### src/sv/lfh_pkg.sv
// lfh_pkg: shared types, constants and colour helper of the fire heat simulator
// no dependencies; imported by every other file of the block

package lfh_pkg;

  // default store depth
  localparam int MAX_CELLS_DEF = 256;

  // configuration reset values
  localparam logic [7:0] COOLING_RESET = 8'd55;
  localparam logic [7:0] CHANCE_RESET  = 8'd120;
  localparam logic [8:0] ACTIVE_RESET  = 9'd256;

  // configuration register indexes
  localparam logic [1:0] REG_COOLING = 2'd0;
  localparam logic [1:0] REG_CHANCE  = 2'd1;
  localparam logic [1:0] REG_ACTIVE  = 2'd2;

  // request opcodes
  typedef enum logic [1:0] {
    OP_COOL    = 2'd0,
    OP_DIFFUSE = 2'd1,
    OP_READ    = 2'd2,
    OP_NOP     = 2'd3
  } opcode_t;

  // reciprocal constants: x/3 for x < 768, x/255 for x < 65536
  localparam logic [9:0]  DIV3_RECIP   = 10'd683;
  localparam int          DIV3_SHIFT   = 11;
  localparam logic [15:0] DIV255_RECIP = 16'd32897;
  localparam int          DIV255_SHIFT = 23;

  // heat to 0..191 scaling
  localparam logic [7:0]  SCALE_MUL   = 8'd191;
  localparam logic [15:0] SCALE_ROUND = 16'd127;

  // colour ramp thresholds
  localparam logic [7:0] HOT_LIMIT  = 8'h80;
  localparam logic [7:0] WARM_LIMIT = 8'h40;
  localparam logic [7:0] FULL_LEVEL = 8'hFF;

  typedef struct packed {
    logic busy;
    logic done;
  } div_stat_t;

  typedef struct packed {
    logic [7:0] red;
    logic [7:0] green;
    logic [7:0] blue;
  } rgb_t;

  // black, red, yellow, white ramp from a scaled heat of 0..191
  function automatic rgb_t heat_colour(logic [7:0] t);
    rgb_t       c;
    logic [7:0] ramp;
    ramp = {t[5:0], 2'b00};
    if (t > HOT_LIMIT) begin
      c = '{red: FULL_LEVEL, green: FULL_LEVEL, blue: ramp};
    end else if (t > WARM_LIMIT) begin
      c = '{red: FULL_LEVEL, green: ramp, blue: 8'd0};
    end else begin
      c = '{red: ramp, green: 8'd0, blue: 8'd0};
    end
    return c;
  endfunction

endpackage

### src/sv/lfh_divider.sv
// lfh_divider: restoring divider, one quotient bit per cycle
// depends on lfh_pkg (div_stat_t)

module lfh_divider import lfh_pkg::*; #(
  parameter int DW = 16,
  parameter int VW = 12
) (
  input  logic          clk,
  input  logic          rst_n,
  input  logic          start,
  input  logic [DW-1:0] dividend,
  input  logic [VW-1:0] divisor,
  output div_stat_t     stat,
  output logic [DW-1:0] quotient,
  output logic [VW-1:0] remainder
);

  localparam int CW = $clog2(DW + 1);

  logic          busy_r;
  logic          done_r;
  logic [CW-1:0] cnt_r;
  logic [DW-1:0] quo_r;
  logic [VW-1:0] rem_r;
  logic [VW-1:0] dsr_r;

  logic [VW:0] trial;
  logic [VW:0] diff;
  logic        ge;

  // shift in the next dividend bit and try a subtract
  assign trial = {rem_r, quo_r[DW-1]};
  assign diff  = trial - {1'b0, dsr_r};
  assign ge    = trial >= {1'b0, dsr_r};

  always_ff @(posedge clk) begin
    if (!rst_n) begin
      busy_r <= 1'b0;
      done_r <= 1'b0;
      cnt_r  <= '0;
    end else begin
      done_r <= !start && busy_r && (cnt_r == CW'(1));
      if (start) begin
        busy_r <= 1'b1;
        cnt_r  <= CW'(DW);
        quo_r  <= dividend;
        rem_r  <= '0;
        dsr_r  <= divisor;
      end else if (busy_r) begin
        rem_r <= ge ? diff[VW-1:0] : trial[VW-1:0];
        quo_r <= {quo_r[DW-2:0], ge};
        cnt_r <= cnt_r - CW'(1);
        if (cnt_r == CW'(1)) begin
          busy_r <= 1'b0;
        end
      end
    end
  end

  assign stat      = '{busy: busy_r, done: done_r};
  assign quotient  = quo_r;
  assign remainder = rem_r;

endmodule

### src/sv/lfh_heat_mem.sv
// lfh_heat_mem: heat store, one write and one registered read per cycle
// depends on lfh_pkg only through the common import

module lfh_heat_mem import lfh_pkg::*; #(
  parameter int DEPTH = MAX_CELLS_DEF
) (
  input  logic                     clk,
  input  logic                     we,
  input  logic [$clog2(DEPTH)-1:0] waddr,
  input  logic [7:0]               wdata,
  input  logic [$clog2(DEPTH)-1:0] raddr,
  output logic [7:0]               rdata
);

  logic [7:0] mem [DEPTH];
  logic [7:0] rdata_r;

  always_ff @(posedge clk) begin
    if (we) begin
      mem[waddr] <= wdata;
    end
  end

  always_ff @(posedge clk) begin
    rdata_r <= mem[raddr];
  end

  assign rdata = rdata_r;

endmodule

### src/sv/led_fire_heat_simulator_unit.sv
// led_fire_heat_simulator_unit: fire effect heat store with cool, diffuse/spark and colour read
// depends on lfh_pkg, lfh_divider, lfh_heat_mem

// One 8-bit heat value per led cell sits in a single-port-write, registered-read
// memory of MAX_CELLS entries. After reset a clearing pass writes zero to every
// entry, one a cycle, and in_ready stays low until it is done (configuration
// writes are still taken). Requests are handled one at a time by a sequencer
// that reads, modifies and writes the store. A cool request runs two divisions
// on the shared bit-serial divider (16 steps each, then a done strobe) and then
// a read and a write before the next request can be taken. A diffuse request
// streams the store downwards from the top active cell, one read and one write
// per cycle, then a read and a write of the spark cell when a spark lands. A read
// request passes through the two registered colour scaling multiplies; its colour
// waits in an output register so the next request can be taken while the result
// is still pending. Opcode 3 and requests to inactive cells (other than read)
// finish at once.

module led_fire_heat_simulator_unit import lfh_pkg::*; #(
  parameter int MAX_CELLS = MAX_CELLS_DEF
) (
  input  logic        clk,
  input  logic        rst_n,
  // request channel
  input  logic        in_valid,
  output logic        in_ready,
  input  logic [1:0]  in_opcode,
  input  logic [7:0]  in_cell_index,
  input  logic [15:0] in_random_word,
  input  logic [7:0]  in_spark_roll,
  input  logic [2:0]  in_spark_position,
  input  logic [7:0]  in_spark_heat,
  // result channel
  output logic        out_valid,
  input  logic        out_ready,
  output logic [7:0]  out_red_level,
  output logic [7:0]  out_green_level,
  output logic [7:0]  out_blue_level,
  // configuration port
  input  logic        cfg_write_en,
  input  logic [1:0]  cfg_index,
  input  logic [8:0]  cfg_data
);

  localparam int AW = $clog2(MAX_CELLS);          // store address
  localparam int NW = $clog2(MAX_CELLS + 1);      // cell count
  localparam int WW = (NW > 9) ? NW : 9;          // common compare width
  localparam int VW = (NW > 12) ? NW : 12;        // divisor / remainder width
  localparam bit SPARK_ANY = (MAX_CELLS >= 8);    // every spark position is in the store

  typedef enum logic [3:0] {
    S_CLEAR,
    S_IDLE,
    S_DIV1,
    S_DIV2,
    S_COOL_RD,
    S_COOL_WR,
    S_DIF_RUN,
    S_SPK_RD,
    S_SPK_WR,
    S_RD_WAIT,
    S_RD_MUL,
    S_RD_OUT
  } state_t;

  state_t state_r;

  // configuration registers
  logic [7:0] cooling_r;
  logic [7:0] chance_r;
  logic [8:0] active_r;

  // captured request
  logic [7:0]  idx_r;
  logic [15:0] rnd_r;
  logic [2:0]  pos_r;
  logic [7:0]  spk_heat_r;
  logic        spark_go_r;

  // diffuse walk
  logic [AW-1:0] rd_a_r;      // next address to read
  logic          iss_done_r;  // address zero already issued
  logic          dv_r;        // read data arrives this cycle
  logic [AW-1:0] va_r;        // address of arriving data
  logic          first_r;     // first arrival only primes the window
  logic [7:0]    hi_r;        // h[k-1] of the cell being written

  // clearing pass
  logic [AW-1:0] clr_r;

  // colour path
  logic [15:0] prod_r;
  logic [7:0]  t_r;

  // result register
  logic       out_valid_r;
  logic [7:0] red_r;
  logic [7:0] green_r;
  logic [7:0] blue_r;

  // store port
  logic          mem_we;
  logic [AW-1:0] mem_waddr;
  logic [7:0]    mem_wdata;
  logic [AW-1:0] mem_raddr;
  logic [7:0]    mem_q;

  // divider
  logic            div_start;
  logic [15:0]     div_dividend;
  logic [VW-1:0]   div_divisor;
  div_stat_t       div_stat;
  logic [15:0]     div_quo;
  logic [VW-1:0]   div_rem;

  logic [NW-1:0] n_w;
  logic [WW-1:0] act_w;
  logic          in_fire;
  opcode_t       in_op;
  logic          idx_ok;
  logic          spark_ok;
  logic [11:0]   cool_x10;
  logic [VW-1:0] cool_mod;
  logic [9:0]    dif_sum;
  logic [19:0]   dif_prod;
  logic [7:0]    cooled;
  logic [15:0]   scale_w;
  logic [31:0]   t_mul;
  rgb_t          colour;

  // active cell count clamped to 1..MAX_CELLS
  always_comb begin
    act_w = WW'(active_r);
    priority if (act_w == '0) begin
      n_w = NW'(1);
    end else if (act_w > WW'(MAX_CELLS)) begin
      n_w = NW'(MAX_CELLS);
    end else begin
      n_w = NW'(act_w);
    end
  end

  assign in_ready = (state_r == S_IDLE);
  assign in_fire  = in_valid && in_ready;
  assign in_op    = opcode_t'(in_opcode);
  assign idx_ok   = WW'(in_cell_index) < WW'(n_w);
  assign spark_ok = (in_spark_roll < chance_r) &&
                    (SPARK_ANY || (in_spark_position < 3'(MAX_CELLS)));

  // cooldown modulus: cooling*10/n + 2, first division on the shared divider
  assign cool_x10 = {1'b0, cooling_r, 3'b000} + {3'b000, cooling_r, 1'b0};
  assign cool_mod = VW'(div_quo[11:0]) + VW'(2);

  assign div_start    = (in_fire && in_op == OP_COOL && idx_ok) ||
                        (state_r == S_DIV1 && div_stat.done);
  assign div_dividend = (state_r == S_IDLE) ? 16'(cool_x10) : rnd_r;
  assign div_divisor  = (state_r == S_IDLE) ? VW'(n_w) : cool_mod;

  // diffuse: (h[k-1] + 2*h[k-2]) / 3 by reciprocal multiply
  assign dif_sum  = {2'b00, hi_r} + {1'b0, mem_q, 1'b0};
  assign dif_prod = 20'(dif_sum) * 20'(DIV3_RECIP);

  // cool: saturating subtract of the remainder
  assign cooled = (div_rem > VW'(mem_q)) ? 8'd0 : (mem_q - div_rem[7:0]);

  // colour scaling: round(h*191/255) over two registered multiplies
  assign scale_w = 16'(mem_q) * 16'(SCALE_MUL) + SCALE_ROUND;
  assign t_mul   = 32'(prod_r) * 32'(DIV255_RECIP);
  assign colour  = heat_colour(t_r);

  // store read address
  always_comb begin
    unique case (state_r)
      S_IDLE:    mem_raddr = AW'(in_cell_index);
      S_DIF_RUN: mem_raddr = rd_a_r;
      S_SPK_RD:  mem_raddr = AW'(pos_r);
      default:   mem_raddr = AW'(idx_r);
    endcase
  end

  // store write port
  always_comb begin
    mem_we    = 1'b0;
    mem_waddr = AW'(idx_r);
    mem_wdata = cooled;
    unique case (state_r)
      S_CLEAR: begin
        mem_we    = 1'b1;
        mem_waddr = clr_r;
        mem_wdata = 8'd0;
      end
      S_COOL_WR: begin
        mem_we = 1'b1;
      end
      S_DIF_RUN: begin
        mem_we    = dv_r && !first_r;
        mem_waddr = va_r + AW'(2);
        mem_wdata = dif_prod[DIV3_SHIFT+7:DIV3_SHIFT];
      end
      S_SPK_WR: begin
        mem_we    = 1'b1;
        mem_waddr = AW'(pos_r);
        mem_wdata = mem_q + spk_heat_r;
      end
      default: begin
        mem_we = 1'b0;
      end
    endcase
  end

  // configuration registers
  always_ff @(posedge clk) begin
    if (!rst_n) begin
      cooling_r <= COOLING_RESET;
      chance_r  <= CHANCE_RESET;
      active_r  <= ACTIVE_RESET;
    end else if (cfg_write_en) begin
      unique case (cfg_index)
        REG_COOLING: cooling_r <= cfg_data[7:0];
        REG_CHANCE:  chance_r  <= cfg_data[7:0];
        REG_ACTIVE:  active_r  <= cfg_data;
        default:     ;
      endcase
    end
  end

  // sequencer and result register
  always_ff @(posedge clk) begin
    if (!rst_n) begin
      state_r     <= S_CLEAR;
      clr_r       <= '0;
      out_valid_r <= 1'b0;
      dv_r        <= 1'b0;
      iss_done_r  <= 1'b0;
      first_r     <= 1'b0;
    end else begin
      // colour stage refills the register itself
      if (out_valid_r && out_ready && state_r != S_RD_OUT) begin
        out_valid_r <= 1'b0;
      end
      dv_r <= (state_r == S_DIF_RUN) && !iss_done_r;
      unique case (state_r)
        S_CLEAR: begin
          clr_r <= clr_r + AW'(1);
          if (clr_r == AW'(MAX_CELLS - 1)) begin
            state_r <= S_IDLE;
          end
        end
        S_IDLE: begin
          if (in_fire) begin
            idx_r      <= in_cell_index;
            rnd_r      <= in_random_word;
            pos_r      <= in_spark_position;
            spk_heat_r <= in_spark_heat;
            spark_go_r <= spark_ok;
            unique case (in_op)
              OP_COOL: begin
                if (idx_ok) begin
                  state_r <= S_DIV1;
                end
              end
              OP_DIFFUSE: begin
                if (n_w >= NW'(3)) begin
                  rd_a_r     <= AW'(n_w - NW'(2));
                  iss_done_r <= 1'b0;
                  first_r    <= 1'b1;
                  state_r    <= S_DIF_RUN;
                end else if (spark_ok) begin
                  state_r <= S_SPK_RD;
                end
              end
              OP_READ: begin
                if (idx_ok) begin
                  state_r <= S_RD_WAIT;
                end else begin
                  t_r     <= 8'd0;
                  state_r <= S_RD_OUT;
                end
              end
              OP_NOP: ;
              default: ;
            endcase
          end
        end
        S_DIV1: begin
          if (div_stat.done) begin
            state_r <= S_DIV2;
          end
        end
        S_DIV2: begin
          if (div_stat.done) begin
            state_r <= S_COOL_RD;
          end
        end
        S_COOL_RD: begin
          state_r <= S_COOL_WR;
        end
        S_COOL_WR: begin
          state_r <= S_IDLE;
        end
        S_DIF_RUN: begin
          // issue side walks down to address zero
          if (!iss_done_r) begin
            va_r <= rd_a_r;
            if (rd_a_r == '0) begin
              iss_done_r <= 1'b1;
            end else begin
              rd_a_r <= rd_a_r - AW'(1);
            end
          end
          // arrival side slides the two-cell window
          if (dv_r) begin
            hi_r    <= mem_q;
            first_r <= 1'b0;
            if (va_r == '0) begin
              state_r <= spark_go_r ? S_SPK_RD : S_IDLE;
            end
          end
        end
        S_SPK_RD: begin
          state_r <= S_SPK_WR;
        end
        S_SPK_WR: begin
          state_r <= S_IDLE;
        end
        S_RD_WAIT: begin
          prod_r  <= scale_w;
          state_r <= S_RD_MUL;
        end
        S_RD_MUL: begin
          t_r     <= t_mul[DIV255_SHIFT+7:DIV255_SHIFT];
          state_r <= S_RD_OUT;
        end
        S_RD_OUT: begin
          // hold until the result register is free
          if (!out_valid_r || out_ready) begin
            out_valid_r <= 1'b1;
            red_r       <= colour.red;
            green_r     <= colour.green;
            blue_r      <= colour.blue;
            state_r     <= S_IDLE;
          end
        end
        default: begin
          state_r <= S_IDLE;
        end
      endcase
    end
  end

  assign out_valid       = out_valid_r;
  assign out_red_level   = red_r;
  assign out_green_level = green_r;
  assign out_blue_level  = blue_r;

  lfh_divider #(
    .DW (16),
    .VW (VW)
  ) u_divider (
    .clk       (clk),
    .rst_n     (rst_n),
    .start     (div_start),
    .dividend  (div_dividend),
    .divisor   (div_divisor),
    .stat      (div_stat),
    .quotient  (div_quo),
    .remainder (div_rem)
  );

  lfh_heat_mem #(
    .DEPTH (MAX_CELLS)
  ) u_heat_mem (
    .clk   (clk),
    .we    (mem_we),
    .waddr (mem_waddr),
    .wdata (mem_wdata),
    .raddr (mem_raddr),
    .rdata (mem_q)
  );

  // diffuse never overwrites a cell that is still to be read
  assert property (@(posedge clk) disable iff (!rst_n)
    (state_r == S_DIF_RUN && mem_we) |-> (mem_waddr > mem_raddr))
    else $error("diffuse write overtook the read pointer");

  // divider only finishes while a cool request waits on it
  assert property (@(posedge clk) disable iff (!rst_n)
    div_stat.done |-> (state_r == S_DIV1 || state_r == S_DIV2))
    else $error("stray divider completion");

  // no new request while the divider is still running
  assert property (@(posedge clk) disable iff (!rst_n)
    in_ready |-> !div_stat.busy)
    else $error("request taken with divider busy");

  // a result only appears out of the colour stage
  assert property (@(posedge clk) disable iff (!rst_n)
    $rose(out_valid_r) |-> $past(state_r == S_RD_OUT))
    else $error("result raised outside the colour stage");

  // cool write follows its read after both divisions
  assert property (@(posedge clk) disable iff (!rst_n)
    (state_r == S_COOL_WR) |-> ($past(state_r) == S_COOL_RD && $past(state_r, 2) == S_DIV2))
    else $error("cool write out of sequence");

endmodule

### config.mk
export PLATFORM = sky130hd
export DESIGN_NAME = led_fire_heat_simulator_unit
export DESIGN_NICKNAME = d
export VERILOG_FILES = /design/src/sv/lfh_pkg.sv /design/src/sv/lfh_divider.sv /design/src/sv/lfh_heat_mem.sv /design/src/sv/led_fire_heat_simulator_unit.sv
export SDC_FILE = /design/constraint.sdc
export NUM_CORES = 2
export LEC_CHECK = 0
export BUFFER_PORTS_ARGS = -buffer_cell sky130_fd_sc_hd__buf_2
export CAP_MARGIN = 20
export CORE_MARGIN = 4
export CORE_UTILIZATION = 40
export CTS_BUF_LIST = sky130_fd_sc_hd__clkbuf_2
export DETAILED_ROUTE_END_ITERATION = 10
export PLACE_DENSITY = 0.56
export RECOVER_POWER = 100
export SKIP_LAST_GASP = 1
export SYNTH_ARGS = -nofsm -noshare
export SYNTH_HDL_FRONTEND = slang
export SYNTH_SLANG_ARGS = --single-unit
### constraint.sdc
create_clock -name clk -period 21.1 [get_ports clk]
set_clock_uncertainty 0.2 [all_clocks]
set_input_delay 2.11 -clock clk [delete_from_list [all_inputs] [get_ports clk]]
set_output_delay 2.11 -clock clk [all_outputs]
set_load 0.01 [all_outputs]
==> results.md <==
* Detail Placement HPWL at 178.3 mm
* F_max at 70.42 MHz
* Worst-Skew Late Latency at 1930 ps
* RSZ-0062 raised after global routing: false
* Vias in the first global route at 60690
* Max cap viols at 34
* Leading area contributor after synthesis: edfxtp_1
* Crit path kind: reg -> reg
* GRT Residual Overflow at 0
* FF-to-FF path depth at 26
* Via count at 62590
* Post-synthesis sequential area ratio at 69.51%
* Die W at 498.7 µm
* Post-CTS Hold Fix Bufs at 0
* Cell count after synthesis at 6842
* Worst setup margin at 6899 ps
* Tcrit/Tclk final at 67.30%
* Synth Warn # at 0
* Critical Path Start Type: flop
* CTS Buf Count at 594
* Largest net degree at the start of global routing at 211
* Total negative slack at 0 ps
* Row count at 179
* Initial core utilization at 40.34%
* Share of cells above drive strength 1 at 16.51%
* RR Startpoint: u_heat_mem.rdata[1]
* Synthesized area at 96300 µm²
* Post-CTS resize count at 0
* Worst setup path start: u_heat_mem.rdata[1]
* I/O Pins at 87
* I/O Buffers at 84
* Pre-CTS WS at 11790 ps
* CTS tree: yes
* Min-Delay Path Class: reg -> reg
* Root Driver: clkbuf_2
* Initial antenna violation count at 25
* Worst R2R End: u_heat_mem.mem[71][5]
* ANT nets after route at 0
* Slew of the pin with the lowest slew margin at 6952 ps
* Clock sinks at 2248
* Yosys cell types at 88
* Number of synthesized flops with an enable pin at 2192
* Cell-internal power at 9.257 mW
* Top FF cell, synth: edfxtp_1
* DRC at 0
* Clock transition at path regs at 120 ps
* Worst vdd ir at 0.2730 mV
* Worst-case clock buffer depth at 4
* PD cells at 152.4 nW/µm²
* Global-route wire length before repair at 434.4 mm
* Combinational power share at 48.4%
* Final Critical Period at 14200 ps
* CP Capture Point: u_heat_mem.mem[71][5]
* Leakage at 36.89 nW
* Sw Ratio at 42.28%
* #FFs+latches synth at 2248
* Fillers at 22000
* Crit end category: flop
* Slew HR at -363.5%
* Failing checks: capacitance limit, slew limit
* Hold Violations, Final at 0
* WL per Instance at 28.14 µm
* Max Slew Vio Count at 1812
* Post-synth top area share at 68.35%
* Worst reg-to-reg setup slack at 6900 ps
* Iteration-0 DRC Markers at 8032
* GPL Wtd Cong at 0.8451
* Mapped Avg Cell Area at 14.08 µm²
* Status: finished with violations
* Post-CTS setup buffer count at 0
* Min Hold Slack at 222.6 ps
* Drt first pass iters at 7
* Fin nets at 7620
* Final setup vio count at 0
* Critical path required time at 22450 ps
* Net Switching at 6.780 mW
* Critical path fanouts, max at 95
* Die ar. at 248700 µm²
* Core Area at 238700 µm²
* Routed vias/inst at 5.784
* Clk pwr share at 18.5%
* Die Y at 498.7 µm
* Crit path DAT at 15550 ps
* Share of flip-flops with an asynchronous set or reset at 0%
* DRT Wirelength at 304.5 mm
* Layout area overhead at 9.261%
* Synth area leaders: edfxtp_1, nand2_1, mux4_2, ha_1, mux2i_1
* Flop pwr share at 33.1%
* Tot GR Track Use at 23.85%
* Final core utilization at 44.07%
* Htree depth at 6
kinds of logic (layout without fill, tap and decap cells):
group,Yosys count,in the layout,share of synthesized area [%]
compound gates,1064,1064,7.147
xor+xnor,102,102,0.9276
fa+ha+maj,282,282,4.077
buf+inv,550,1346,2.539
flops,2248,2248,69.51
mux,379,379,5.922
other cells,1,18,0.003894
simple gates,2216,2216,9.870
area by class of cell:
| type | count | area [µm²] | area share, % |
|---|---|---|---|
| Sequential cell | 2248 | 66940 | 63.62 |
| Multi-Input combinational cell | 4045 | 27180 | 25.83 |
| Clock buffer | 841 | 4209 | 4.000 |
| Tap cell | 3167 | 3963 | 3.766 |
| Timing Repair Buffer | 233 | 1536 | 1.460 |
| Clock inverter | 117 | 769.5 | 0.7313 |
| Inverter | 155 | 584.3 | 0.5553 |
| Antenna cell | 16 | 40.04 | 0.03805 |
cells in the final DEF, fill, tap and decap left out, drive strengths merged, types with 25 or more instances in the layout:
cell    count
a211oi     60
a21o       30
a21oi     324
a311oi     57
a31oi      91
and3      102
buf       162
clkbuf    912
clkinv     89
dfxtp      56
edfxtp   2192
fa         53
ha        229
inv       165
mux2i     221
mux4      152
nand2    1210
nand3     239
nand4      36
nor2      403
nor3       88
o211ai     25
o21ai     175
o221ai     50
o22ai      67
xnor2      62
xor2       40
Yosys cell counts (all sizes together), types with 12 or more instances:
cell type	instances
nor4	22
mux4	152
fa	53
edfxtp	2192
nor2	403
inv	154
nand2b	20
ha	229
o221ai	50
a221oi	12
a311oi	57
a22oi	18
o211ai	25
a21oi	324
clkbuf	158
nor2b	24
a211oi	60
and2	21
o21ai	175
o22ai	67
nand3	239
buf	237
nand4	36
nand2	1210
nor3	88
and3	102
xnor2	62
dfxtp	56
a21o	30
xor2	40
a21boi	22
a31oi	91
mux2i	221
o21bai	19
power groups by stage:
stage,clock network [mW],registers (mW),logic [mW]
2_1_floorplan,0,5.46,5.22
3_3_place_gp,0,5.39,7.78
3_5_place_dp,0,5.39,7.78
4_1_cts,3.03,5.29,7.85
5_1_grt,3.28,5.32,8.59
6_report,2.97,5.31,7.76
per-layer routing:
metal	share of wire, %	GRT usage (%)	routed length (µm)
met2	46	36.99	139500
met3	10	5.537	31280
met1	40	33.17	123100
met4	3.5	8.081	10620
met5	0.013	0	40
sequential cells by signal, summed over array words and instances (netlist names), 9 cells and up:
name                 cells
u_divider.remainder     12
u_divider.quotient      16
u_divider.dsr_r         12
rnd_r                   16
u_heat_mem.mem        2048
act_w                    9
prod_r                  16
stage by stage:
| stage | power, mW | std cells | instance area, µm² |
|---|---|---|---|
| 2_1_floorplan | 10.68 | 6843 | 96310 |
| 3_3_place_gp | 13.17 | 9837 | 100400 |
| 3_5_place_dp | 13.18 | 9843 | 100500 |
| 4_1_cts | 16.17 | 10800 | 105400 |
| 5_1_grt | 17.19 | 10820 | 105200 |
| 6_report | 16.04 | 10820 | 105200 |
worst min-delay path by stage:
| stage | from | end | slack [ps] | cells after the start |
|---|---|---|---|---|
| floorplan | iss_done_r | dv_r | 230 | 1 |
| global placement | iss_done_r | dv_r | 250 | 1 |
| detailed placement | iss_done_r | dv_r | 240 | 1 |
| CTS | in_spark_position[2] | pos_r[2] | 50 | 1 |
| global route | in_spark_heat[4] | spk_heat_r[4] | 60 | 1 |
| finish | iss_done_r | dv_r | 220 | 1 |
worst max-delay path: stages (launching register included):
cell	delay (ps)
dfxtp_1	740
ha_1	360
a21o_1	180
a21oi_1	220
o21bai_1	100
a21oi_1	220
o21bai_1	100
a21oi_1	170
xnor2_1	230
inv_1	190
ha_1	310
ha_1	340
fa_1	470
fa_1	520
inv_1	50
fa_1	500
inv_1	40
ha_1	270
o21a_1	120
o21ai_0	160
o221ai_1	290
a41oi_1	400
a21oi_1	160
xnor2_1	140
o21ai_0	3280
clkbuf_1	3280
buf_4	860
Note: power is estimated with default switching activity, not from simulation.
